File: src/rtl/hbs_div.sv
`default_nettype none

module hbs_div #(
  parameter int NUM_W = 31,
  parameter int DEN_W = 7
) (
  input  wire logic                    clk_i,
  input  wire logic                    rst_ni,
  input  wire logic                    start_i,
  input  wire logic signed [NUM_W-1:0] num_i,
  input  wire logic        [DEN_W-1:0] den_i,
  output logic                         done_o,
  output logic signed      [NUM_W-1:0] quot_o
);

  localparam int CW = $clog2(NUM_W + 1);

  logic             busy_q;
  logic             done_q;
  logic [CW-1:0]    cnt_q;
  logic             neg_q;
  logic [NUM_W-1:0] q_q;
  logic [DEN_W-1:0] rem_q;
  logic [DEN_W-1:0] den_q;

  logic [DEN_W:0]   shifted;
  logic             fits;

  // Restoring division on the magnitude, one quotient bit per cycle.
  assign shifted = {rem_q, q_q[NUM_W-1]};
  assign fits    = shifted >= {1'b0, den_q};

  always_ff @(posedge clk_i or negedge rst_ni) begin
    if (!rst_ni) begin
      busy_q <= 1'b0;
      done_q <= 1'b0;
      cnt_q  <= '0;
    end else begin
      done_q <= 1'b0;
      if (start_i) begin
        busy_q <= 1'b1;
        cnt_q  <= CW'(NUM_W);
      end else if (busy_q) begin
        cnt_q <= cnt_q - 1'b1;
        if (cnt_q == CW'(1)) begin
          busy_q <= 1'b0;
          done_q <= 1'b1;
        end
      end
    end
  end

  always_ff @(posedge clk_i) begin
    if (start_i) begin
      neg_q <= num_i[NUM_W-1];
      q_q   <= num_i[NUM_W-1] ? NUM_W'(-num_i) : NUM_W'(num_i);
      rem_q <= '0;
      den_q <= den_i;
    end else if (busy_q) begin
      rem_q <= fits ? DEN_W'(shifted - {1'b0, den_q}) : DEN_W'(shifted);
      q_q   <= {q_q[NUM_W-2:0], fits};
    end
  end

  assign done_o = done_q;
  assign quot_o = neg_q ? -$signed(q_q) : $signed(q_q);

endmodule

`default_nettype wire

File: config.mk
export PLATFORM = sky130hd
export DESIGN_NAME = hbs_div
export DESIGN_NICKNAME = d
export VERILOG_FILES = /design/src/rtl/hbs_div.sv
export SDC_FILE = /design/constraint.sdc
export NUM_CORES = 1
export LEC_CHECK = 0
export ABC_AREA = 1
export BUFFER_PORTS_ARGS = -buffer_cell sky130_fd_sc_hd__buf_4
export CORE_ASPECT_RATIO = 2
export CORE_MARGIN = 1
export CORE_UTILIZATION = 42
export CTS_BUF_LIST = sky130_fd_sc_hd__clkbuf_4
export CTS_CLUSTER_DIAMETER = 30
export CTS_CLUSTER_SIZE = 24
export DETAILED_ROUTE_END_ITERATION = 16
export PLACE_DENSITY = 0.67
export SLEW_MARGIN = 20
export SYNTH_ARGS = -nofsm -noshare
export SYNTH_HDL_FRONTEND = slang
export SYNTH_SLANG_ARGS = --single-unit
File: constraint.sdc
create_clock -name clk_i -period 2.2 [get_ports clk_i]
set_input_delay 0.11 -clock clk_i [delete_from_list [all_inputs] [get_ports clk_i]]
set_output_delay 0.11 -clock clk_i [all_outputs]
set_load 0.02 [all_outputs]
# Word level (Yosys, flattened, before mapping)
# Index checks and enable logic that the tools add are counted.
[word_totals]
register_bits = 53
[op_classes]
addsub = 4
order_cmp = 1
n_eq_ne = 1
muxes = 13
n_reduce_logical = 1
[ops]
columns = ["operator", "n"]
rows = [
  ["$mux W31", 4],
  ["$neg A31 Y31", 2],
  ["$mux W5", 2],
  ["$ge A8 B7 Y1", 1],
  ["$mux W7", 1],
  ["$sub A7 B7 Y7", 1],
  ["$mux W1", 6],
  ["$eq A5 B1 Y1 const B", 1],
  ["$sub A5 B1 Y5 const B", 1],
  ["$reduce_bool A2 Y1", 1],
]

# Longest topological paths before layout
[depth]
depth_word = 4
ltp_mapped = 11

# Worst setup path before layout
# Ideal clock, no wire load.
[synth_path]
path_kind = "flip-flop to flip-flop"
startpoint = "register q_q[30]"
endpoint = "register rem_q[3]"
setup_ns = 0.159
arrival_ns = 1.630
path_slack_ns = 0.411
path_stages_with_launch = 10
n_path_buf = 0
period_less_slack_ns = 1.789
cell_sequence = "edfxtp_1 > inv_1 > ha_1 > fa_1 > o21ai_2 > o21ai_2 > nand2_4 > nand2_1 > nand3_1 > o21ai_0"
[synth_between]
elab_chain_cells = 2
word_cells_on_any_way = 3
cone_classes = "add/sub (1); order compare (1); mux (1)"
[synth_rtl]
columns = ["item", "line_no", "text"]
rows = [
  ["start, declared", "22", "logic [NUM_W-1:0] q_q;"],
  ["start signal, assigned", "56", "q_q <= num_i[NUM_W-1] ? NUM_W'(-num_i) : NUM_W'(num_i);"],
  ["start signal, assigned", "61", "q_q <= {q_q[NUM_W-2:0], fits};"],
  ["$sub A7 B7 Y7 or $ge A8 B7 Y1 (tied branches)", "60, 31", ""],
  ["$mux W7 (*)", "60", "rem_q <= fits ? DEN_W'(shifted - {1'b0, den_q}) : DEN_W'(shifted);"],
  ["end signal, assigned", "60", ""],
  ["end, declared", "23", "logic [DEN_W-1:0] rem_q;"],
]
# Every way passes the cells marked *; elsewhere a longest branch is shown, timed or not.
# A chain may end at the register's enable or synchronous reset.

# Worst setup path in the final report
[layout_path]
startpoint = "register q_q[15]"
endpoint = "output port quot_o[25]"
[layout_between]
elab_chain_cells = 2
[layout_rtl]
columns = ["item", "line_no", "text"]
rows = [
  ["$neg A31 Y31", "66", "assign quot_o = neg_q ? -$signed(q_q) : $signed(q_q);"],
  ["$mux W31", "66", ""],
  ["end, declared", "13", "output logic signed [NUM_W-1:0] quot_o"],
]
# No other way between the ends.

==> impl_metrics.toml <==
[worst_setup_path]
cpLargestDelayFamily = "simple AND/OR/NAND/NOR gates"
cp_slowest_cell = "edfxtp_1"
required_ns = 2.09
arrival_ns = 2.06
critPathKind = "flip-flop to output pin"
start_kind = "flip-flop"
max_stage_delay_ns = 0.49
path_common_cell = "nor2_1"
endpoint_kind = "output pin"
worstPathMaxFanout = 4
path_buf_inv = 1
path_cells = "nor2_1 -> nand2_2 -> nor2_1 -> nand3_1 -> nor2_1 -> nor2_1 -> o21ai_1 -> nand2_1 -> buf_4"

[placement]
post_dp_cell_area_um2 = 5100
place_inst = 842
hpwl_mm = 10.4
io_buffers = 72
gp_congestion = 0.934

[route]
drt-initial-drc-count = 162
postRouteAntennaNets = 0
wirelength_mm = 13.1
vias = 4500
first_pass_iters = 5
route.detailed.drc = 0
wire_per_inst_um = 15.0
viasPerCell = 5.15

[logic_synthesis]
ys_ff_latch = 53
synthArstFlopShare = 0.132
netlist_area_um2 = 4400
synth_cells = 643
ys_warn_count = 0
yosysSeqAreaShare = 0.338
avgSynthCellArea_um2 = 6.84
synth-edff-count = 39
syn_nets = 696
ys_types = 35
ys.flop_type = "edfxtp_1"

[sta]
setup_violations = 0
fmax_mhz = 461
final.setup_skew_ns = 0.0214
hold_violations = 0
drv_slew = 0
fin_crit_ns = 2.17
rsz0062_at_grt = "yes"
tightest_slew_ns = 0.652
post-route-period-util = 0.985
relSlewSlack = 0.564
tns_ns = 0

[floorplanning]
dieArea_um2 = 10900
die_w_um = 74.4
start_util = 0.433
rows = 52
coreArea_um2 = 10100
die_h_um = 147
ios = 73

[power]
p_leak_nw = 2.59
p_sw_frac = 0.407
power_frac_comb = 0.478
intPower_w = 0.00217
powerDensity_nw_per_um2 = 662
pwr-share-clk = 0.152
switchingPower_w = 0.00148
ir_drop_mv = 0.479
seqPwrFrac = 0.370

[hold_path]
hold_path.class = "input port to async pin"

[outcome]
outcome = "finished, final reports clean"

[clock_network]
cts_sinks = 53
cts_buffer_depth = 2
tritoncts = "built"
htree_num_levels = 2
cts.clk_slew.worst_paths_ns = 0.16
cts_made_buffers = 5
cts-root-buf = "clkbuf_4"
clk_latency_ns = 0.40

[cells_and_area]
final_cell_count_no_fill = 873
layout-area-overhead-vs-synth_pct = 25.3
drive_gt1_frac = 0.216
final_cell_area_um2 = 5510
final_cell_mix = "171 x nand2_1, 92 x buf_4, 80 x inv_1"
num-nets-final = 789
final_common_cell = "nand2_1"

[global_route]
grt_pass1_wl_mm = 21.0
antenna_found_initial = 1
grt_max_degree = 37
gr-total-overflow = 0
grt_pass1_vias = 4648
grtUsageTotal = 0.251

[job]
maxCapViolCount = 0
final timing paths:
kind	startpoint	end	slack, ns	cells after the start
max in group asynchronous	rst_ni	busy_q$_DFF_PN0_	2.03	2
hold reg to reg	rem_q[5]$_SDFFE_PP0P_	rem_q[5]$_SDFFE_PP0P_	0.48	2
min in group clk_i	num_i[5]	q_q[5]$_DFFE_PP_	0.10	3
hold / removal	rst_ni	cnt_q[4]$_DFFE_PN0P_	0.06	2
setup / recovery	q_q[15]$_DFFE_PP_	quot_o[25]	0.03	9
setup reg to reg	q_q[30]$_DFFE_PP_	rem_q[4]$_SDFFE_PP0P_	0.16	9
cells in the mapped netlist, drive strengths merged, types with 2 or more instances:
library cell / instances / share of area
inv: 85 / 0.073
o21ai: 54 / 0.064
nor2: 82 / 0.078
nand2: 183 / 0.16
buf: 11 / 0.013
dfrtp: 7 / 0.040
ha: 11 / 0.031
xor2: 30 / 0.060
dfxtp: 7 / 0.032
a21oi: 11 / 0.017
xnor2: 9 / 0.018
clkbuf: 5 / 0.0043
nor3: 11 / 0.013
nand3: 69 / 0.082
nand3b: 3 / 0.0051
a21o: 2 / 0.0034
nand4: 18 / 0.027
edfxtp: 39 / 0.27
power groups by stage:
stage | combinational, W | sequential, W | clock [W]
global route | 0.00192 | 0.00137 | 0.000599
detailed placement | 0.00160 | 0.00137 | 0
global placement | 0.00158 | 0.00136 | 0
CTS | 0.00166 | 0.00134 | 0.000570
floorplan | 0.00110 | 0.00133 | 0
finish | 0.00174 | 0.00135 | 0.000553
area by class of cell:
type | instances | area (um2)
fill | 1054 | 4640
tap | 135 | 169
antenna | 1 | 2.50
timing repair buffer | 102 | 802
multi-input combinational | 489 | 2650
inverter | 85 | 322
clock inverter | 3 | 41.3
sequential | 53 | 1490
clock buffer | 5 | 37.5
logic make-up after synthesis:
kind of cell	after synthesis	synth area share
AOI/OAI and AO/OA	70	0.0890
xor gates and xnor gates	39	0.0776
adders and majority gates	12	0.0358
buffers and inverters	101	0.0899
DFF	53	0.338
and+or+nand+nor	368	0.370
sequential cells by signal, indices dropped and copies added (netlist names):
signal,flops
neg_q,1
q_q,31
busy_q,1
rem_q,7
done_o,1
den_q,7
cnt_q,5
worst register-to-register path, cell delays in order, from the launching register on:
cell	delay [ns]
edfxtp_1	0.40
inv_1	0.10
ha_1	0.24
fa_1	0.43
o21ai_2	0.23
o21ai_2	0.17
nand2_4	0.15
nand2_1	0.06
nand3_1	0.07
o21ai_0	0.09
stage by stage:
| step | power, W | util | worst slack [ns] | hold slack, ns |
|---|---|---|---|---|
| 4_1_cts | 0.00358 | 0.530 | -0.0174 | 0.0380 |
| 2_1_floorplan | 0.00243 | - | 0.411 | -0.186 |
| 3_5_place_dp | 0.00297 | 0.503 | 0.179 | -0.0727 |
| 6_report | 0.00365 | 0.543 | 0.0331 | 0.0572 |
| 3_3_place_gp | 0.00295 | 0.503 | 0.291 | -0.0748 |
| 5_1_grt | 0.00389 | 0.543 | -0.135 | 0.0413 |
timing repair:
action,4_1_cts,5_1_grt
hold buffers,8,0
endpoints found under the setup margin,10,20
gates resized for setup,16,26
setup buffers,9,5
pin swaps,3,4
hold endpoints to repair,14,0
per-layer routing:
metal | wire length, um | vias to the layer above | track usage
met5 | 0 | - | 0
met2 | 7450 | 136 | 0.481
met3 | 465 | 37 | 0.0206
li1 | - | 2273 | -
met1 | 4550 | 2054 | 0.246
met4 | 595 | 0 | 0.142
Note: power is estimated with default switching activity, not from simulation.
